--- src/design/sftt_ram.sv ---
// generic simple dual-port memory, one write and one registered read a cycle
// no package dependencies
module sftt_ram #(
	parameter int DATA_W = 8,
	parameter int ADDR_W = 4
) (
	input  logic              clk,
	input  logic              we,
	input  logic [ADDR_W-1:0] waddr,
	input  logic [DATA_W-1:0] wdata,
	input  logic              re,
	input  logic [ADDR_W-1:0] raddr,
	output logic [DATA_W-1:0] rdata
);

	logic [DATA_W-1:0] mem_q [1 << ADDR_W];
	logic [DATA_W-1:0] rdata_q;

	// write port
	always_ff @(posedge clk) begin
		if (we) begin
			mem_q[waddr] <= wdata;
		end
	end

	// registered read port
	always_ff @(posedge clk) begin
		if (re) begin
			rdata_q <= mem_q[raddr];
		end
	end

	assign rdata = rdata_q;

endmodule

--- config.mk ---
export PLATFORM = sky130hd
export DESIGN_NAME = sftt_ram
export DESIGN_NICKNAME = d
export VERILOG_FILES = /design/src/design/sftt_ram.sv
export SDC_FILE = /design/constraint.sdc
export NUM_CORES = 1
export LEC_CHECK = 0
export BUFFER_PORTS_ARGS = -buffer_cell sky130_fd_sc_hd__buf_2
export CAP_MARGIN = 15
export CORE_ASPECT_RATIO = 1.1
export CORE_UTILIZATION = 44
export CTS_BUF_LIST = sky130_fd_sc_hd__clkbuf_8
export CTS_CLUSTER_SIZE = 10
export DETAILED_ROUTE_END_ITERATION = 6
export GPL_TIMING_DRIVEN = 0
export SLEW_MARGIN = 15
export SYNTH_ARGS = -nofsm -noshare
export SYNTH_HDL_FRONTEND = slang
export SYNTH_SLANG_ARGS = --single-unit
export TNS_END_PERCENT = 100
--- constraint.sdc ---
create_clock -name clk -period 4.2 [get_ports clk]
set_input_delay 0 -clock clk [delete_from_list [all_inputs] [get_ports clk]]
set_output_delay 0 -clock clk [all_outputs]
set_load 0.01 [all_outputs]
After elaboration in Yosys (flattened, before gate mapping)

Memories as Yosys holds them, arrays and structs flattened. A register that Yosys moved wholly into a read port is not among the register bits.
Cells that the tools add are included.

Memories: 1
Word-level logic and storage cells: 3
Output and inout bits: 8
Memory bits (writable): 128
Input port bits: 19
Register bits after elaboration: 0

Mux-type cells: 2

Memories:

| memory | words | bits a word | rd ports | clocked after memory_dff | wr ports | RTL line | text |
|---|---|---|---|---|---|---|---|
| mem_q  | 16    | 8           | 1        | 1                        | 1        | 16       | `logic [DATA_W-1:0] mem_q [1 << ADDR_W];` |

Operators by type and width:

| operator         | number |
|---|---|
| 2-to-1 mux 1 bit | 2 |

Logic depth before layout (Yosys ltp)

Depth after elaboration: 2
Mapped depth: 5
Depth with buffers taken out: 3

Worst setup path after synthesis

OpenSTA, ideal clock, no wires.

Path type: input port to flip-flop
Start: input port waddr[2]
End: memory mem_q[0][0] (enable)
Cell stages on the path: 2
Arrival: 1110 ps
Setup time: 383 ps
Setup slack: 2707 ps
Buffers on the path: 0
Data required time: 3817 ps
Cells stage by stage: or3b_2 nor3_1

RTL lines:

| what        | RTL line | text |
|---|---|---|
| from (decl) | 9        | `input logic [ADDR_W-1:0] waddr,` |
| to (decl)   | 16       |  |

Straight into the memory's write port.

==> metrics.cfg <==
[placed_design]
place_congestion = 0.695
dpl_cell_area_mm2 = 0.00556
place_ws_ns = 2.49
portBuffers = 25
hpwl_um = 6120
dp_cells = 404

[hold_path]
hold_class = input pin to flip-flop

[floorplanning]
coreArea_mm2 = 0.0115
rows = 41
die_area_mm2 = 0.0123
dieWidth_um = 106
io_pins = 27
die_h_um = 116
initial_utilization_pct = 45.3

[power_and_ir_drop]
p_sw_share_pct = 19.9
p_leak_nw = 2.01
p_clk_share_pct = 41.0
powerDensity_mw_per_mm2 = 469
seqPwrFrac_pct = 53.7
intPower_mw = 2.29
net-switching-power_uw = 567
power_mw = 2.86
pwr-share-comb_pct = 5.3
max-vdd-ir-drop_v = 0.000178

[sta]
worst_pin_slew_ns = 0.849
rsz0062_at_grt = false
finalSetupTns_ns = 0
fin_ws_ns = 2.61
skew_ns = 0.00953
relSlewSlack_pct = 43.2
layout_min_cycle_time_ns = 1.59
hold_viol = 0
max_freq_mhz = 629
slew_violations = 0
setup_violations = 0
period_share_pct = 37.8

[drt]
route.detailed.drc = 0
drt_wl_total_um = 9580
drtIter0Drc = 100
drt_first_pass_iters = 4
avgRoutedWirePerCell_um = 21.5
ant_nets = 0
via_per_inst = 5.42
vias = 2413

[logic_synthesis]
synthDistinctLibCells = 18
synth_top_cell_by_area = edfxtp_1
ys_seq_elements = 136
syn_avg_cell_area_um2 = 22.8
synth.top_cell.area_share_pct = 78.1
synth_seq_area_share_pct = 78.1
synth_area_leaders = edfxtp_1, mux4_2, mux4_1, a22oi_1, nor2_1
syn_area_mm2 = 0.00523
ys_warn_count = 0
syn_inst = 229
syn_nets = 248

[critical_path]
path_cells = mux4_1 -> a22oi_1 -> nand2_1
crit_buf_inv = 0
critical_path_class = flip-flop to flip-flop
worstPathMaxFanout = 1
cp_slowest_cell = mux4_1
slowest_delay_ns = 0.51
start_kind = flip-flop
worstPathArrival_ns = 1.77
cp-end-kind = flip-flop
cp_data_required_time_ns = 4.38
crit_family = multiplexers

[final_layout]
antenna_cells = 0
fin_nets = 301
layout_common_cells = edfxtp_1, buf_2, mux4_2
final_layout_size_suffix_gt1_share_pct = 29.2
final_cells = 445
fin_area_mm2 = 0.00609
syn_to_final_growth_pct = 16.5
layout_commonest_cell = edfxtp_1

[grt]
grt_pass1_vias = 2316
track_usage_pct = 17.1
grt_pass1_wl_um = 14200
gr-total-overflow = 0
grt_max_degree = 17
grt_antenna_before_repair = 0

[clock_network]
clockRootBuffer = clkbuf_8
cts_tree = built
post_cts.repair.setup_buffers = 0
cts.sinks = 136
cts_resized = 0
clk_path_buf_depth = 2
numCtsBuffers = 17
cts_hold_buf = 9
htree_levels = 4
worstSkewPairLatency_ns = 0.43
clkTransAtPathRegs_ns = 0.07

[status]
outcome = complete, no violations

[job]
maxCapViolCount = 0

## layer usage
layer	vias to the layer above	global-route usage [%]	share of wire [%]
met5	-	0	0
met2	71	27.2	50
met3	11	4.91	5.5
met4	0	6.67	1.4
met1	1243	22.7	43
li1	1088	-	-
## kinds of logic after synthesis
group                  after synthesis  share of synthesized area [%]
AO/OA/AOI/OAI                       16                           2.30
flip-flops                         136                           78.1
multiplexers                        32                           14.8
AND/OR/NAND/NOR                     35                           3.14
buffers and inverters               10                           1.65
## path summary, 6_finish.rpt
kind | from | endpoint | slack, ns | depth (start not counted)
setup / recovery | mem_q[1][0]$_DFFE_PP_ | rdata[0]$_DFFE_PP_ | 2.61 | 3
hold / removal | waddr[1] | mem_q[4][2]$_DFFE_PP_ | 0.09 | 2
setup reg to reg | mem_q[1][0]$_DFFE_PP_ | rdata[0]$_DFFE_PP_ | 2.61 | 3
hold reg to reg | mem_q[8][4]$_DFFE_PP_ | rdata[4]$_DFFE_PP_ | 0.76 | 3
## Yosys cell counts
master and number:
clkdlybuf4s25_2 3, nand2b_1 2, nand3_1 1, nor2b_1 1
nand2_1 9, mux4_2 18, and2_1 1, or3b_2 1
buf_6 3, edfxtp_1 136, nor3_1 4, a22oi_1 16
and2b_1 1, buf_4 1, nor2_1 13, buf_2 3
mux4_1 14, nand3b_1 2
## final cells by class
type	instances	area, um2
sequential	136	4080
clock buffer	17	234
multi-input combinational	83	1080
clock inverter	15	208
fill	894	5450
tap	150	188
buffer	10	86.3
timing repair buffer	34	215
## per-stage QoR
stage / hold slack [ns] / utilization (%)
finish: 0.0859 / 52.8
global route: 0.0822 / 52.8
CTS: 0.0533 / 52.8
detailed placement: 0.349 / 48.2
global placement: 0.340 / 48.0
floorplan: 0.0989 / -
## flip-flops by register name, summed over array words and instances, names as in the netlist
signal  count
rdata       8
mem_q     128
## power groups by stage
stage / Combinational, mW / Sequential [mW] / Clock (mW)
final: 0.151 / 1.53 / 1.17
after global routing: 0.165 / 1.54 / 1.25
after CTS: 0.154 / 1.53 / 1.19
after detailed placement: 0.148 / 1.56 / 0
after global placement: 0.144 / 1.56 / 0
after floorplan: 0.0772 / 1.57 / 0
No activity file was read; power rests on OpenSTA's default activity.
