## config.mk

```make
export PLATFORM = sky130hd
export DESIGN_NAME = sftt_ctrl
export DESIGN_NICKNAME = d
export VERILOG_FILES = /design/src/design/sftt_pkg.sv /design/src/design/sftt_alu.sv /design/src/design/sftt_ctrl.sv
export SDC_FILE = /design/constraint.sdc
export NUM_CORES = 1
export LEC_CHECK = 0
export BUFFER_PORTS_ARGS = -buffer_cell sky130_fd_sc_hd__buf_2
export CELL_PAD_IN_SITES_DETAIL_PLACEMENT = 2
export CELL_PAD_IN_SITES_GLOBAL_PLACEMENT = 2
export CORE_ASPECT_RATIO = 1.5
export CORE_UTILIZATION = 23
export DETAILED_ROUTE_END_ITERATION = 12
export PLACE_DENSITY_LB_ADDON = 0.1
export SYNTH_ARGS = -nofsm -noshare
export SYNTH_HDL_FRONTEND = slang
export SYNTH_SLANG_ARGS = --single-unit
```

## constraint.sdc

```tcl
create_clock -name clk -period 7.9 [get_ports clk]
set_input_delay 0 -clock clk [delete_from_list [all_inputs] [get_ports clk]]
set_output_delay 0 -clock clk [all_outputs]
set_load 0.05 [all_outputs]
```

## src/design/sftt_pkg.sv

```systemverilog
// shared types, constants and codes of the sparse triple transpose core
// no dependencies; every other design file but sftt_ram imports this package
package sftt_pkg;

	// capacity and field widths
	localparam int MAX_ENTRIES = 64;
	localparam int MAX_DIM     = 256;
	localparam int VALUE_WIDTH = 32;
	localparam int IDX_W       = 9;
	localparam int ENT_AW      = (MAX_ENTRIES > 1) ? $clog2(MAX_ENTRIES) : 1;
	localparam int CNT_W       = $clog2(MAX_ENTRIES + 1);

	// one bucket per column code, bucket zero is the out-of-range tail
	localparam int BKT_AW    = IDX_W;
	localparam int BKT_DEPTH = 1 << BKT_AW;
	localparam int BKT_CW    = BKT_AW + 1;

	// configuration port
	localparam int CFG_IDX_W  = 2;
	localparam int CFG_DATA_W = IDX_W;
	localparam logic [CFG_IDX_W-1:0] REG_NUM_ROWS = CFG_IDX_W'(0);
	localparam logic [CFG_IDX_W-1:0] REG_NUM_COLS = CFG_IDX_W'(1);

	// one stored triple
	typedef struct packed {
		logic [IDX_W-1:0]       row;
		logic [IDX_W-1:0]       col;
		logic [VALUE_WIDTH-1:0] value;
	} entry_t;

	// sequencer states
	typedef enum logic [3:0] {
		ST_CLEAR,
		ST_LOAD,
		ST_CNT_RD,
		ST_CNT_BKT,
		ST_CNT_WR,
		ST_PRE_RD,
		ST_PRE_WR,
		ST_SCT_RD,
		ST_SCT_BKT,
		ST_SCT_WR,
		ST_EMIT_RD,
		ST_EMIT_LOAD,
		ST_EMIT_WAIT
	} state_t;

	// shared adder operations
	typedef enum logic {
		ALU_INC,
		ALU_ADD
	} alu_op_t;

	// port request to an entry store
	typedef struct packed {
		logic              we;
		logic [ENT_AW-1:0] waddr;
		entry_t            wdata;
		logic              re;
		logic [ENT_AW-1:0] raddr;
	} ent_req_t;

	// port request to a bucket memory
	typedef struct packed {
		logic              we;
		logic [BKT_AW-1:0] waddr;
		logic [CNT_W-1:0]  wdata;
		logic              re;
		logic [BKT_AW-1:0] raddr;
	} bkt_req_t;

	// sequencer to handshake logic
	typedef struct packed {
		logic in_ready;
		logic out_load;
		logic out_last;
		logic overflow;
	} ctl_t;

endpackage

```

## src/design/sftt_alu.sv

```systemverilog
// shared unit: bucket select by column range compare, and the one adder
// used for counting, prefix sum and position bump; depends on sftt_pkg
module sftt_alu (
	input  sftt_pkg::alu_op_t            op,
	input  logic [sftt_pkg::CNT_W-1:0]   a,
	input  logic [sftt_pkg::CNT_W-1:0]   b,
	input  logic [sftt_pkg::IDX_W-1:0]   col,
	input  logic [sftt_pkg::IDX_W-1:0]   num_cols,
	output logic [sftt_pkg::CNT_W-1:0]   sum,
	output logic [sftt_pkg::BKT_AW-1:0]  bucket
);
	import sftt_pkg::*;

	logic [CNT_W-1:0] addend;

	// second operand: one for a bump, b for a running sum
	always_comb begin
		unique case (op)
			ALU_INC: addend = CNT_W'(1);
			ALU_ADD: addend = b;
		endcase
	end

	assign sum = a + addend;

	// columns outside 1..num_cols share the tail bucket
	assign bucket = ((col != '0) && (col <= num_cols)) ? BKT_AW'(col) : '0;

endmodule

```

## src/design/sftt_ctrl.sv

```systemverilog
// sequencer of clear, load, count, prefix, scatter and emit passes
// depends on sftt_pkg and sftt_alu
module sftt_ctrl (
	input  logic                       clk,
	input  logic                       arst_n,
	input  logic [sftt_pkg::IDX_W-1:0] num_cols,
	input  logic                       in_acc,
	input  logic                       in_last,
	input  sftt_pkg::entry_t           in_entry,
	input  logic                       out_done,
	input  sftt_pkg::entry_t           tst_rdata,
	input  logic [sftt_pkg::CNT_W-1:0] cnt_rdata,
	input  logic [sftt_pkg::CNT_W-1:0] np_rdata,
	output sftt_pkg::ent_req_t         tst_req,
	output sftt_pkg::ent_req_t         ost_req,
	output sftt_pkg::bkt_req_t         cnt_req,
	output sftt_pkg::bkt_req_t         np_req,
	output sftt_pkg::ctl_t             ctl
);
	import sftt_pkg::*;

	state_t            state_q, state_d;
	logic [CNT_W-1:0]  cnt_q;
	logic              drop_q;
	logic [CNT_W-1:0]  ent_idx_q;
	logic [BKT_CW-1:0] bkt_idx_q;
	logic [CNT_W-1:0]  pos_q;
	logic [BKT_AW-1:0] bkt_q;

	logic [CNT_W-1:0]  ent_next;
	logic              ent_end;
	logic              cnt_full;
	logic              clear_end;
	logic              pre_end;
	logic [BKT_AW-1:0] bkt_addr;

	alu_op_t           alu_op;
	logic [CNT_W-1:0]  alu_a;
	logic [CNT_W-1:0]  alu_b;
	logic [CNT_W-1:0]  alu_sum;
	logic [BKT_AW-1:0] alu_bucket;

	// loop bounds
	assign ent_next  = ent_idx_q + CNT_W'(1);
	assign ent_end   = (ent_next == cnt_q);
	assign cnt_full  = (cnt_q == CNT_W'(MAX_ENTRIES));
	assign clear_end = (bkt_idx_q == BKT_CW'(BKT_DEPTH - 1));
	assign pre_end   = (bkt_idx_q == BKT_CW'(BKT_DEPTH));
	// prefix runs 1..depth-1 and wraps to the tail bucket last
	assign bkt_addr  = bkt_idx_q[BKT_AW-1:0];

	sftt_alu u_alu (
		.op       (alu_op),
		.a        (alu_a),
		.b        (alu_b),
		.col      (tst_rdata.col),
		.num_cols (num_cols),
		.sum      (alu_sum),
		.bucket   (alu_bucket)
	);

	// operand select for the shared adder
	always_comb begin
		alu_op = ALU_INC;
		alu_a  = cnt_rdata;
		alu_b  = cnt_rdata;
		unique case (state_q)
			ST_PRE_WR: begin
				alu_op = ALU_ADD;
				alu_a  = pos_q;
			end
			ST_SCT_WR: begin
				alu_a = np_rdata;
			end
			default: begin
				alu_op = ALU_INC;
			end
		endcase
	end

	// next state
	always_comb begin
		state_d = state_q;
		unique case (state_q)
			ST_CLEAR:     if (clear_end) state_d = ST_LOAD;
			ST_LOAD:      if (in_acc && in_last) state_d = ST_CNT_RD;
			ST_CNT_RD:    state_d = ST_CNT_BKT;
			ST_CNT_BKT:   state_d = ST_CNT_WR;
			ST_CNT_WR:    state_d = ent_end ? ST_PRE_RD : ST_CNT_RD;
			ST_PRE_RD:    state_d = ST_PRE_WR;
			ST_PRE_WR:    state_d = pre_end ? ST_SCT_RD : ST_PRE_RD;
			ST_SCT_RD:    state_d = ST_SCT_BKT;
			ST_SCT_BKT:   state_d = ST_SCT_WR;
			ST_SCT_WR:    state_d = ent_end ? ST_EMIT_RD : ST_SCT_RD;
			ST_EMIT_RD:   state_d = ST_EMIT_LOAD;
			ST_EMIT_LOAD: state_d = ST_EMIT_WAIT;
			ST_EMIT_WAIT: if (out_done) state_d = ent_end ? ST_LOAD : ST_EMIT_RD;
			default:      state_d = ST_CLEAR;
		endcase
	end

	// memory requests and handshake controls
	always_comb begin
		tst_req = '0;
		ost_req = '0;
		cnt_req = '0;
		np_req  = '0;
		ctl     = '0;
		unique case (state_q)
			ST_CLEAR: begin
				cnt_req.we    = 1'b1;
				cnt_req.waddr = bkt_addr;
				cnt_req.wdata = '0;
			end
			ST_LOAD: begin
				ctl.in_ready  = 1'b1;
				tst_req.we    = in_acc && !cnt_full;
				tst_req.waddr = cnt_q[ENT_AW-1:0];
				tst_req.wdata = in_entry;
			end
			ST_CNT_RD, ST_SCT_RD: begin
				tst_req.re    = 1'b1;
				tst_req.raddr = ent_idx_q[ENT_AW-1:0];
			end
			ST_CNT_BKT: begin
				cnt_req.re    = 1'b1;
				cnt_req.raddr = alu_bucket;
			end
			ST_CNT_WR: begin
				cnt_req.we    = 1'b1;
				cnt_req.waddr = bkt_q;
				cnt_req.wdata = alu_sum;
			end
			ST_PRE_RD: begin
				cnt_req.re    = 1'b1;
				cnt_req.raddr = bkt_addr;
			end
			ST_PRE_WR: begin
				// start position out, counter cleared for the next matrix
				np_req.we     = 1'b1;
				np_req.waddr  = bkt_addr;
				np_req.wdata  = pos_q;
				cnt_req.we    = 1'b1;
				cnt_req.waddr = bkt_addr;
				cnt_req.wdata = '0;
			end
			ST_SCT_BKT: begin
				np_req.re    = 1'b1;
				np_req.raddr = alu_bucket;
			end
			ST_SCT_WR: begin
				ost_req.we    = 1'b1;
				ost_req.waddr = np_rdata[ENT_AW-1:0];
				ost_req.wdata = tst_rdata;
				np_req.we     = 1'b1;
				np_req.waddr  = bkt_q;
				np_req.wdata  = alu_sum;
			end
			ST_EMIT_RD: begin
				ost_req.re    = 1'b1;
				ost_req.raddr = ent_idx_q[ENT_AW-1:0];
			end
			ST_EMIT_LOAD: begin
				ctl.out_load = 1'b1;
				ctl.out_last = ent_end;
				ctl.overflow = drop_q;
			end
			default: begin
				ctl = '0;
			end
		endcase
	end

	// sequencer registers
	always_ff @(posedge clk or negedge arst_n) begin
		if (!arst_n) begin
			state_q   <= ST_CLEAR;
			cnt_q     <= '0;
			drop_q    <= 1'b0;
			ent_idx_q <= '0;
			bkt_idx_q <= '0;
			pos_q     <= '0;
			bkt_q     <= '0;
		end else begin
			state_q <= state_d;
			unique case (state_q)
				ST_CLEAR: begin
					bkt_idx_q <= bkt_idx_q + BKT_CW'(1);
				end
				ST_LOAD: begin
					if (in_acc) begin
						if (cnt_full) begin
							drop_q <= 1'b1;
						end else begin
							cnt_q <= cnt_q + CNT_W'(1);
						end
						if (in_last) begin
							ent_idx_q <= '0;
						end
					end
				end
				ST_CNT_BKT, ST_SCT_BKT: begin
					bkt_q <= alu_bucket;
				end
				ST_CNT_WR: begin
					if (ent_end) begin
						bkt_idx_q <= BKT_CW'(1);
						pos_q     <= '0;
					end else begin
						ent_idx_q <= ent_next;
					end
				end
				ST_PRE_WR: begin
					pos_q <= alu_sum;
					if (pre_end) begin
						ent_idx_q <= '0;
					end else begin
						bkt_idx_q <= bkt_idx_q + BKT_CW'(1);
					end
				end
				ST_SCT_WR: begin
					ent_idx_q <= ent_end ? '0 : ent_next;
				end
				ST_EMIT_WAIT: begin
					if (out_done) begin
						if (ent_end) begin
							cnt_q  <= '0;
							drop_q <= 1'b0;
						end else begin
							ent_idx_q <= ent_next;
						end
					end
				end
				default: begin
					pos_q <= pos_q;
				end
			endcase
		end
	end

endmodule

```

# Word-level counts from Yosys, hierarchy flattened
# Cells that the tools add are included.
[totals] regBits=45 latchBits=0 mem_bits_rw=0 rom_bits=0 in_bits=128 output_inout_bits=186 elab_cells=102 n_memories=0
[op_classes] addsub=4 n_mul=0 div=0 order_cmp=1 n_eq_ne=27 n_shift=0 muxes=43 n_bitwise=1 reduce_logical=19
[op_table] op="$mux W57" count=2
[op_table] op="$mux W7" count=12
[op_table] op="$pmux W17 S2" count=2
[op_table] op="$pmux W7 S2" count=4
[op_table] op="$pmux W4 S13" count=1
[op_table] op="$pmux W7 S5" count=1
[op_table] op="$mux W10" count=3
[op_table] op="$pmux W10 S3" count=1
[op_table] op="$ne A2 B2 Y1 const B" count=11
[op_table] op="$eq A4 B4 Y1 const B" count=5
[op_table] op="$mux W4" count=5
[op_table] op="$pmux W10 S2" count=1
[op_table] op="$eq A4 B3 Y1 const B" count=4
[op_table] op="$reduce_and A5 Y1" count=3
[op_table] op="$add A7 B1 Y7 const B" count=2
[op_table] op="$add A10 B1 Y10 const B" count=1
[op_table] op="$eq A10 B10 Y1 const B" count=1
[op_table] op="$eq A10 B9 Y1 const B" count=1
[op_table] op="$le A9 B9 Y1" count=1
[op_table] op="$mux W9" count=1
[op_table] op="$reduce_bool A9 Y1" count=1
[op_table] op="$eq A4 B2 Y1 const B" count=2
[op_table] op="$add A7 B7 Y7" count=1
[op_table] op="$eq A7 B7 Y1" count=1
[op_table] op="16 further kinds" count=28

# Depth between registers and ports, before layout
# Gate-level depths: netlist of run 1.
[logic_depth] word_depth=6 ltp_mapped=15 mapped_depth_nobuf=13

# Modules after synthesis
# A second synthesis of run 1 with hierarchy kept.
[hier_totals] cells_unflattened=647 hier_area_um2=4943.5
[modules_own_cells] mod="sftt_ctrl" instances=1 cells_each=570 area_each_um2=4395.5 seq_area_each_um2=1126.1
[modules_own_cells] mod="sftt_alu" instances=1 cells_each=77 area_each_um2=548.0 seq_area_each_um2=0.0

# Worst setup path before layout of run 1
# OpenSTA, ideal clock, no wires.
[synth_timing] kind="reg2out" startpoint="reg state_q[3]" endpoint="out np_req[16] in the netlist's numbering" t_arrival_ns=4.175 required_time_ns=7.900 setup_slack_ns=3.725 path_stages_with_launch=15 n_path_buf=2 path_cell_list="dfrtp_1 > nor2b_1 > nand2b_1 > clkbuf_1 > inv_1 > buf_2 > and2_1 > a221o_1 > fa_1 > a21o_1 > a21oi_1 > o21bai_1 > a21oi_1 > xnor2_1 > o21ai_0"
[synth_rtl] item="from (decl)" line_no="sftt_ctrl.sv:22" rtl="state_t state_q, state_d;"
[synth_rtl] item="from (signal assigned)" line_no="sftt_ctrl.sv:185" rtl="state_q <= state_d;"
[synth_rtl] item="to (decl)" line_no="sftt_ctrl.sv:17" rtl="output sftt_pkg::bkt_req_t np_req,"

==> summary.md, run 1 <==
| Metric | Value |
|---|---|
| Synth Flop Type | `dfrtp_1` |
| Drt drc | `0` |
| Arr. time, crit path | `5420 ps` |
| Top post-synthesis cells by count | `and2_1 (133), nand2_1 (47), dfrtp_1 (45)` |
| Unique masters post-synth | `68` |
| Area of the core | `0.0199 sq mm` |
| Io pins | `roughly 310` |
| FF-to-FF setup slack | `3040 ps` |
| Seq/Total Area, Yosys | `24.0%` |
| Share of cells above drive strength 1 | `about 37%` |
| Clock-pin slew on the worst setup and hold paths | `60 ps` |
| R2r startpoint | `state_q[2]` |
| Status | `finished, final reports clean` |
| PostCTS Resize Cnt | `0` |
| Power per Cell Area | `around 340 mW/mm^2` |
| RePlAce Congestion | `0.803` |
| GRT overflow | `0` |
| RR Endpoint | `pos_q[6]` |
| Area of the multi-input gates | `0.00324 sq mm` |
| Avg Synthesized Cell Area | `7.60 sq um` |
| Max clock buf depth | `2` |
| Cell chain of the critical path | `nor2b_1, nand2b_1, inv_1, buf_4, nor2_1, a221o_1, ha_1, fa_1, a21o_1, a21oi_1, o21bai_1, a21oi_1, xnor2_1, o21ai_0, buf_2` |
| Fin Hold WS | `just under 9 ps` |
| Crit Path Class | `reg2out` |
| WP data required | `7900 ps` |
| CP endpoint kind | `primary output` |
| Count of state elements after synthesis | `45` |
| Final Critical Period | `5420 ps` |
| Ant. Diodes | `0` |
| Final WL | `around 23000 um` |
| Delay of the slowest critical-path stage | `800 ps` |
| Final Hold Vio Count | `0` |
| Rows | `63` |
| Beginning of the critical path | `state_q[2]` |
| Tcrit/Tclk final | `around 70%` |
| Initial DRC Count | `180` |
| Setup Skew | `3.89 ps` |
| Largest net degree at the start of global routing | `about 70` |
| Setup TNS | `0 ps` |
| Total die area | `0.0210 sq mm` |
| Tightest Pin Transition | `1140 ps` |
| Initial core utilization | `23.6%` |
| Crit Path Max Fanout | `68` |
| IO Port Bufs | `roughly 310` |
| CP Launch Type | `flip-flop` |
| Setup repair bufs after CTS | `0` |
| Capture point of the critical path | `np_req[16]` |
| FFs w/ async S/R, synth | `100%` |
| Cell area after synthesis | `0.00468 sq mm` |
| Area contributors post-synth | `dfrtp_1 (24%), and2_1 (18%), ha_1 (5.3%)` |
| Final setup fails | `0` |
| DR WL/cell | `between 20 and 25 um` |
| Max rail drop VDD | `0.134 mV` |
| 1st-pass router iterations | `4` |
| Die height | `about 180 um` |
| TritonCTS clock tree | `built` |
| Die Wd | `about 120 um` |
| Fillcell total | `2424` |
| GRT Total Usage | `roughly 22%` |
| Static Leak | `3.64 nW` |
| Layout Nets | `roughly 1000` |
| Number of enable flip-flop cells after synthesis | `0` |
| Largest area contributor in the netlist | `dfrtp_1` |
| First-pass GRT wire length | `35700 um` |
| Htree depth | `2` |
| Peak Freq | `0.185 GHz` |
| Initial antenna violation count | `0` |
| Area growth, synth to finish | `40.1%` |
| CTS Sinks | `45` |
| Top-count cell post-synth | `and2_1` |
| Via count | `5642` |
| CTS Buf Count | `5` |
| Vias in the first global route | `6179` |
| Hold Crit Class | `in2reg` |
| Area share of the largest cell type after synthesis | `24.0%` |
| RSZ-0062 raised after global routing | `no` |
| Final Max Slew Viols | `0` |
| Via density | `4.89` |
| Synth Net Count | `765` |
| Root Driver | `clkbuf_16` |
| Slowest CP cell | `dfrtp_1` |
| Sequential Area | `0.00113 sq mm` |
| Antenna violation net count after detailed routing | `0` |
| Yosys warnings | `0` |
| Cell mode on critical path | `a21oi_1` |
| Max-Cap Viols | `0` |
| Slew headroom | `24.1%` |
| Cells after Synth | `616` |
| Dpl hpwl | `19300 um` |
| FF-to-FF path depth | `14` |
| Worst-Skew Late Latency | `approximately 290 ps` |
## metrics by stage
step / util, % / instances / area [sq um] / worst slack [ps] / power [mW]
2_1_floorplan: - / 616 / 4680 / 3730 / 1.59
3_3_place_gp: 32.3 / 1146 / 6410 / 3250 / 1.96
3_5_place_dp: 32.3 / 1146 / 6410 / 2810 / 2.01
4_1_cts: 33.0 / 1154 / 6560 / 2460 / 2.24
5_1_grt: 33.0 / 1154 / 6560 / 2130 / 2.35
6_report: 33.0 / 1154 / 6560 / 2480 / 2.21
## final cells by class
type                       instances  share of cell area, %
clock buffer                       7                   2.17
inverter                          35                   2.00
multi-input combinational        490                   49.3
sequential                        45                   17.2
tap                              260                   4.96
timing repair buffer             317                   24.4
## worst min path at each step
| stage | endpoint | slack, ps | from | depth (start not counted) |
|---|---|---|---|---|
| floorplan | bkt_idx_q[0] | -300 | arst_n | 0 |
| global placement | ent_idx_q[3] | 140 | arst_n | 2 |
| detailed placement | ent_idx_q[3] | 160 | arst_n | 2 |
| CTS | bkt_q[8] | 5 | tst_rdata[40] | 2 |
| global route | bkt_q[8] | 30 | tst_rdata[40] | 2 |
| finish | bkt_q[8] | 9 | tst_rdata[40] | 2 |
## state kept, by name, indices dropped and copies added, names as in the netlist
| name | flops |
|---|---|
| bkt_idx_q | 10 |
| state_q | 4 |
| cnt_q | 7 |
| drop_q | 1 |
| ent_idx_q | 7 |
| pos_q | 7 |
| bkt_q | 9 |
## critical path: cells and delay by family, from the launching register on
kind                       cells  cell delay [ps]
AOI/OAI and AO/OA              6             1400
DFF                            1              800
buffers and inverters          3              960
and+or+nand+nor                3             1170
adders and majority gates      2              650
xor gates and xnor gates       1              130
## logic make-up (layout without fill, tap and decap cells)
| group | Yosys count | in the layout | share of synthesized area, % |
|---|---|---|---|
| AOI/OAI and AO/OA | 141 | 141 | 21.3 |
| xor gates and xnor gates | 14 | 14 | 3.23 |
| adders and majority gates | 21 | 21 | 5.77 |
| buffers and inverters | 81 | 359 | 7.02 |
| DFF | 45 | 45 | 24.0 |
| muxes | 12 | 12 | 2.56 |
| and+or+nand+nor | 302 | 302 | 36.0 |
## placed cells by master (no fill, tap or decap), types with 2 or more instances in the layout
master,Yosys,layout
a21o_1,3,3
a21oi_1,27,27
a221o_1,6,6
a22o_1,26,26
a31oi_1,9,9
and2_1,133,133
and3_1,7,7
buf_2,7,313
buf_4,2,3
clkbuf_16,0,5
dfrtp_1,45,45
ha_1,20,20
inv_1,34,34
mux2i_1,12,12
nand2_1,47,47
nand2b_1,7,7
nand3_1,18,18
nand4_1,3,3
nand4bb_1,2,2
nor2_1,41,41
nor2b_1,6,6
nor3_1,12,12
nor4_2,2,2
o2111a_1,2,2
o2111ai_1,2,2
o21a_1,4,4
o21ai_0,29,29
o21ai_1,3,3
o21bai_1,4,4
o221ai_1,4,4
o22ai_1,4,4
o31ai_1,4,4
or3_1,12,12
xnor2_1,10,10
xor2_1,2,2
## routing by layer
layer | share of wire (%) | GRT usage (%)
met1 | 41 | 26.2
met2 | 55 | 40.3
met3 | 2.6 | 2.45
met4 | 1.8 | 5.38
met5 | 0 | 0
## power breakdown
group,internal [mW],switching [mW]
Sequential,0.300,0.160
Clock,0.125,0.0915
Combinational,0.425,1.11
Total,0.850,1.36
## timing repair
| item | 4_1_cts | 5_1_grt |
|---|---|---|
| endpoints found under the setup margin | 0 | 0 |
| endpoints found under the hold margin | 45 | 0 |
| hold buffers | 1 | 0 |
No activity file was read; power rests on OpenSTA's default activity.
==> inputs of run 2 (changes only) <==
--- a/config.mk
+++ b/config.mk
@@ -9,7 +9,7 @@
 export CELL_PAD_IN_SITES_DETAIL_PLACEMENT = 2
 export CELL_PAD_IN_SITES_GLOBAL_PLACEMENT = 2
 export CORE_ASPECT_RATIO = 1.5
-export CORE_UTILIZATION = 23
+export CORE_UTILIZATION = 19
 export DETAILED_ROUTE_END_ITERATION = 12
 export PLACE_DENSITY_LB_ADDON = 0.1
 export SYNTH_ARGS = -nofsm -noshare
==> constraint.sdc (replaced) <==
create_clock -name clk -period 4.7 [get_ports clk]
set_input_delay 0 -clock clk [delete_from_list [all_inputs] [get_ports clk]]
set_output_delay 0 -clock clk [all_outputs]
set_load 0.05 [all_outputs]
==> run 2 against run 1 <==
Utilization shrank 5.0 points. First-iteration DRC count decreased by 18%. Via count up 1.4%. Largest cell class unchanged. Die area up 21%. Setup slack worse by 1900 ps.
==> summary.md, run 2 (synthesis results as in run 1) <==
| Metric | Value |
|---|---|
| Share of cells above drive strength 1 | `37.8% (was 37.4%)` |
| Area of the core | `0.0243 sq mm (was 0.0199 sq mm)` |
| Post-placement cell count | `1219 (was 1146)` |
| Vias in the first global route | `6428 (was 6179)` |
| GRT Total Usage | `18.2% (was 21.6%)` |
| Int Pwr | `1.52 mW (was 850 uW)` |
| Slew headroom | `49.9% (was 24.1%)` |
| Initial DRC Count | `148 (was 180)` |
| Max clock buf depth | `2 (unchanged)` |
| NetSw | `2.30 mW (was 1.36 mW)` |
| Initial antenna violation count | `0 (unchanged)` |
| Commonest non-fill, non-tap cells in the layout | `buf_2 (313), and2_1 (133), nand2_1 (47) (unchanged)` |
| Status | `finished, final reports clean (unchanged)` |
| 1st-pass router iterations | `4 (unchanged)` |
| Crit Path Class | `reg2out (unchanged)` |
| CTS Sinks | `45 (unchanged)` |
| Initial core utilization | `19.3% (was 23.6%)` |
| FF-to-FF path depth | `11 (was 14)` |
| Combinational cell fraction of total power | `70.7% (was 69.4%)` |
| Hold Crit Class | `in2reg (unchanged)` |
| Max rail drop VDD | `0.153 mV (was 0.134 mV)` |
| Final Instance Area | `0.00679 sq mm (was 0.00656 sq mm)` |
| Max-Cap Viols | `0 (unchanged)` |
| Ant. Diodes | `0 (unchanged)` |
| Worst Hold Depth | `2 (unchanged)` |
| DR WL/cell | `18.8 um (was 20.2 um)` |
| Total die area | `0.0253 sq mm (was 0.0210 sq mm)` |
| Final Critical Period | `4140 ps` |
| Io pins | `314 (unchanged)` |
| Crit Path Max Fanout | `20 (was 68)` |
| Clock-pin slew on the worst setup and hold paths | `70 ps (was 60 ps)` |
| Static Leak | `3.71 nW (was 3.64 nW)` |
| CP endpoint kind | `primary output (unchanged)` |
| Total Power | `3.83 mW (was 2.21 mW)` |
| Commonest non-fill, non-tap cell in the layout | `buf_2 (unchanged)` |
| CP Launch Type | `flip-flop (unchanged)` |
| Antenna violation net count after detailed routing | `0 (unchanged)` |
| Peak Freq | `0.242 GHz` |
| Die Wd | `130 um (was 119 um)` |
| Setup repair bufs after CTS | `0 (unchanged)` |
| Power per Cell Area | `563 mW/mm^2 (was 337 mW/mm^2)` |
| Die height | `194 um (was 177 um)` |
| Final Hold Vio Count | `0 (unchanged)` |
| CTS Buf Count | `5 (unchanged)` |
| Tcrit/Tclk final | `between 80 and 90%` |
| RSZ-0062 raised after global routing | `no (unchanged)` |
| Final Non-Filler Cells | `1233 (was 1154)` |
| First-pass GRT wire length | `35500 um (was 35700 um)` |
| Sequential power share | `17.8% (was 20.8%)` |
| Placed cell area | `0.00656 sq mm (was 0.00641 sq mm)` |
| GRT overflow | `0 (unchanged)` |
| Setup Skew | `9.68 ps (was 3.89 ps)` |
| WP data required | `4700 ps (was 7900 ps)` |
| Sw Ratio | `60.2% (was 61.5%)` |
| Rows | `70 (was 63)` |
| Setup TNS | `0 ps (unchanged)` |
| Final Max Slew Viols | `0 (unchanged)` |
| Root Driver | `clkbuf_16 (unchanged)` |
| Worst Setup Slack, final | `560 ps (was 2480 ps)` |
| IO Port Bufs | `313 (unchanged)` |
| Area growth, synth to finish | `45.0% (was 40.1%)` |
| Via density | `4.64 (was 4.89)` |
| Final WL | `23200 um (was 23400 um)` |
| Clock Power Share | `11.5% (was 9.8%)` |
| Via count | `5723 (was 5642)` |
| Final setup fails | `0 (unchanged)` |
| Reg with most FFs | `bkt_idx_q (unchanged)` |
| Pre-CTS setup slack | `893 ps (was 2810 ps)` |
| Drt drc | `0 (unchanged)` |
| Tightest Pin Transition | `749 ps (was 1140 ps)` |
| Worst-Skew Late Latency | `300 ps (was 290 ps)` |
| Arr. time, crit path | `4140 ps (was 5420 ps)` |
| TritonCTS clock tree | `built (unchanged)` |
| Biggest regs | `bkt_idx_q: 10 flops, bkt_q: 9 flops (unchanged)` |
| Htree depth | `2 (unchanged)` |
| Largest net degree at the start of global routing | `48 (was 69)` |
| Dpl hpwl | `19100 um (was 19300 um)` |
| Max reg flops | `10 (unchanged)` |
| Layout Nets | `1057 (was 1043)` |
| RePlAce Congestion | `0.771 (was 0.803)` |
==> run 2: cell count changes in the layout (fill, tap and decap cells not counted) <==
cell           previous run  this run
buf_4                     3        12
bufinv_16                 0         1
dlygate4sd3_1             1         6
==> run 2: layout make-up <==
type | instances | area, sq um
Sequential cell | 45 | 1130
Multi-Input combinational cell | 490 | 3240
Clock buffer | 7 | 143
Clock inverter | 1 | 30.0
Inverter | 35 | 131
Fill cell | 2973 | 17500
Timing Repair Buffer | 331 | 1720
Tap cell | 324 | 405
==> run 2: worst paths after layout <==
kind | slack [ps] | to | from
setup / recovery | 560 | np_req[16] | state_q[3]
hold / removal | 10 | bkt_q[4] | tst_rdata[36]
setup reg to reg | 980 | pos_q[6] | state_q[3]
hold reg to reg | 500 | drop_q | drop_q
max in group asynchronous | 3870 | drop_q | arst_n
min in group asynchronous | 370 | ent_idx_q[1] | arst_n
==> run 2: critical path: stages, from the launching register on <==
cell	delay [ps]
dfrtp_1	580
and4bb_2	660
nor2_1	240
a221o_1	350
ha_1	230
fa_1	410
a21o_1	200
a21oi_1	230
o21bai_1	110
a21oi_1	210
xnor2_1	160
o21ai_0	160
buf_2	290
==> run 2: stage by stage <==
step / hold WS (ps) / utilization (%)
2_1_floorplan: -296 / -
3_3_place_gp: 190 / 27.0
5_1_grt: 29.0 / 28.0
3_5_place_dp: 181 / 27.0
4_1_cts: 16.5 / 28.0
6_report: 14.4 / 28.0
==> run 2: layer usage <==
metal / wire length, um / vias to the layer above / global-route usage [%] / part of all wire (%)
li1: - / 2704 / - / -
met1: 8880 / 2820 / 19.5 / 38
met2: 12900 / 186 / 36.1 / 56
met3: 1130 / 13 / 3.19 / 4.9
met4: 262 / 0 / 3.53 / 1.1
met5: 0 / - / 0 / 0
==> run 2: power by group through the flow <==
stage	clock [mW]	combinational, mW	sequential (mW)
final	0.440	2.70	0.682
after global routing	0.465	2.90	0.705
after CTS	0.455	2.75	0.686
after detailed placement	0	2.73	0.691
after global placement	0	2.68	0.683
after floorplan	0	2.07	0.595
==> run 2: what timing repair did <==
| item | in CTS | in global routing |
|---|---|---|
| hold buffers | 6 | 0 |
| endpoints found under the hold margin | 50 | 0 |
| gates resized for setup | 0 | 0 |
==> inputs of run 3 (changes only) <==
--- a/config.mk
+++ b/config.mk
@@ -11,6 +11,7 @@
 export CORE_ASPECT_RATIO = 1.5
 export CORE_UTILIZATION = 19
 export DETAILED_ROUTE_END_ITERATION = 12
+export HOLD_SLACK_MARGIN = 0.05
 export PLACE_DENSITY_LB_ADDON = 0.1
 export SYNTH_ARGS = -nofsm -noshare
 export SYNTH_HDL_FRONTEND = slang
==> run 3 against run 2 <==
Setup slack improved by 4.5 ps. Clock skew increased by 0.62 ps. Global-route usage about the same. Die area unchanged. Critical endpoint unchanged. Largest cell class unchanged. Largest power group unchanged.
==> summary.md, run 3 (synthesis results as in run 1) <==
| Metric | Value |
|---|---|
| Status | `finished, final reports clean (unchanged)` |
| GRT Total Usage | `18.3% (was 18.2%)` |
| Via density | `4.64 (about the same)` |
| Cell chain of the critical path | `and4bb_2, nor2_1, a221o_1, ha_1, fa_1, a21o_1, a21oi_1, o21bai_1, a21oi_1, xnor2_1, o21ai_0, buf_2 (unchanged)` |
| CP endpoint kind | `primary output (unchanged)` |
| Delay of the slowest critical-path stage | `660 ps (about the same)` |
| R2r startpoint | `state_q[3] (unchanged)` |
| Die height | `194 um (unchanged)` |
| Crit Path Class | `reg2out (unchanged)` |
| Setup TNS | `0 ps (unchanged)` |
| Static Leak | `3.74 nW (was 3.71 nW)` |
| Total die area | `0.0253 sq mm (unchanged)` |
| GRT overflow | `0 (unchanged)` |
| Htree depth | `2 (unchanged)` |
| Vias in the first global route | `6444 (was 6428)` |
| CTS Sinks | `45 (unchanged)` |
| FF-to-FF setup slack | `990 ps (was 980 ps)` |
| TritonCTS clock tree | `built (unchanged)` |
| FF-to-FF path depth | `11 (unchanged)` |
| Max-Cap Viols | `0 (unchanged)` |
| Top sig layer | `met4 (unchanged)` |
| Setup Skew | `10.3 ps (was 9.68 ps)` |
| Final Instance Area | `0.00684 sq mm (was 0.00679 sq mm)` |
| Ant. Diodes | `0 (unchanged)` |
| DR WL/cell | `18.7 um (was 18.8 um)` |
| Setup repair bufs after CTS | `0 (unchanged)` |
| Peak Freq | `0.242 GHz (about the same)` |
| Via count | `5741 (was 5723)` |
| Commonest non-fill, non-tap cells in the layout | `buf_2 (313), and2_1 (133), nand2_1 (47) (unchanged)` |
| Hold Crit Class | `in2reg (unchanged)` |
| Arr. time, crit path | `4140 ps (about the same)` |
| 1st-pass router iterations | `4 (unchanged)` |
| Tcrit/Tclk final | `88.0% (was 88.1%)` |
| Initial DRC Count | `152 (was 148)` |
| Share of cells above drive strength 1 | `37.6% (was 37.8%)` |
| Root Driver | `clkbuf_16 (unchanged)` |
| Clock-pin slew on the worst setup and hold paths | `70 ps (about the same)` |
| Total Power | `3.83 mW (about the same)` |
| Final Hold Vio Count | `0 (unchanged)` |
| Worst-Skew Late Latency | `300 ps (about the same)` |
| Antenna violation net count after detailed routing | `0 (unchanged)` |
| Met2 Wirelength | `13000 um (was 12900 um)` |
| Initial core utilization | `19.3% (unchanged)` |
| Commonest non-fill, non-tap cell in the layout | `buf_2 (unchanged)` |
| Placed cell area | `0.00656 sq mm (unchanged)` |
| Capture point of the critical path | `np_req[16] (unchanged)` |
| Pre-CTS setup slack | `893 ps (unchanged)` |
| Worst Setup Slack, final | `564 ps (was 560 ps)` |
| WL met3 | `1100 um (was 1130 um)` |
| Core Util, Final | `28.2% (was 28.0%)` |
| Slowest CP cell | `and4bb_2 (unchanged)` |
| WP data required | `4700 ps (about the same)` |
| RR Endpoint | `pos_q[6] (unchanged)` |
| RSZ-0062 raised after global routing | `no (unchanged)` |
| Max rail drop VDD | `0.153 mV (about the same)` |
| Area of the core | `0.0243 sq mm (unchanged)` |
| Final Max Slew Viols | `0 (unchanged)` |
| Power per Cell Area | `560 mW/mm^2 (was 563 mW/mm^2)` |
| Rows | `70 (unchanged)` |
| First-pass GRT wire length | `35500 um (about the same)` |
| Area growth, synth to finish | `46.0% (was 45.0%)` |
| Dpl hpwl | `19100 um (unchanged)` |
| Reg with most FFs | `bkt_idx_q (unchanged)` |
| Final Critical Period | `4140 ps (about the same)` |
| Final setup fails | `0 (unchanged)` |
| Max reg flops | `10 (unchanged)` |
| IO Port Bufs | `313 (unchanged)` |
| Beginning of the critical path | `state_q[3] (unchanged)` |
| Drt drc | `0 (unchanged)` |
| Io pins | `314 (unchanged)` |
| Cell mode on critical path | `a21oi_1 (unchanged)` |
| Final WL | `23200 um (about the same)` |
| Biggest regs | `bkt_idx_q: 10 flops, bkt_q: 9 flops (unchanged)` |
| Die Wd | `130 um (unchanged)` |
| Tightest Pin Transition | `750 ps (was 749 ps)` |
| PostCTS Resize Cnt | `0 (unchanged)` |
| RePlAce Congestion | `0.771 (unchanged)` |
| Slew headroom | `49.8% (was 49.9%)` |
| Max clock buf depth | `2 (unchanged)` |
| Crit Path Max Fanout | `20 (unchanged)` |
| Worst Hold Depth | `3 (was 2)` |
| CTS Buf Count | `5 (unchanged)` |
| Met1 WL | `8870 um (was 8880 um)` |
| CP Launch Type | `flip-flop (unchanged)` |
| Largest net degree at the start of global routing | `48 (unchanged)` |
| Initial antenna violation count | `0 (unchanged)` |
| Layout Nets | `1062 (was 1057)` |
[run 3: cell count changes in the layout (fill, tap and decap cells not counted), sizes merged]
cell,before,now
dlygate4sd3,6,11
[run 3: stage by stage]
stage	std cells	hold WS (ps)
after global routing	1238	141
final	1238	129
after floorplan	616	-296
after detailed placement	1219	181
after global placement	1219	190
after CTS	1238	137
[run 3: cell type report]
cell class	count	area [sq um]
clock buffer	7	143
fill	2974	17400
inverter	35	131
timing repair buffer	336	1770
sequential	45	1130
clock inverter	1	30.0
multi-input combinational	490	3240
tap	324	405
[run 3: timing repair]
action / CTS / global route
hold buffers: 11 / 0
setup endpoints to repair: 0 / 0
hold endpoints to repair: 55 / 0
[run 3: where the power goes]
group / internal, mW / switching, mW / total, mW
logic: 0.750 / 1.96 / 2.71
clock network: 0.267 / 0.174 / 0.441
registers: 0.507 / 0.175 / 0.681
[run 3: worst min-delay path by stage]
stage | from | to | slack, ps
2_1_floorplan | arst_n | bkt_idx_q[0] | -300
3_3_place_gp | arst_n | ent_idx_q[1] | 190
3_5_place_dp | arst_n | ent_idx_q[1] | 180
4_1_cts | in_last | state_q[0] | 140
5_1_grt | in_last | state_q[0] | 140
6_report | in_last | state_q[0] | 130
[run 3: layer usage]
| metal | global-route usage (%) | up-vias |
|---|---|---|
| met1 | 19.5 | 2831 |
| met4 | 3.53 | 0 |
| met2 | 36.2 | 182 |
| li1 | - | 2715 |
| met3 | 3.19 | 13 |
| met5 | 0 | - |
[run 3: worst max-delay path: cells and delay by family (launching register included)]
| kind | cells | cell delay [ps] |
|---|---|---|
| compound gates | 6 | 1250 |
| xor+xnor | 1 | 160 |
| fa+ha+maj | 2 | 640 |
| buf+inv | 1 | 290 |
| flops | 1 | 590 |
| simple gates | 2 | 900 |
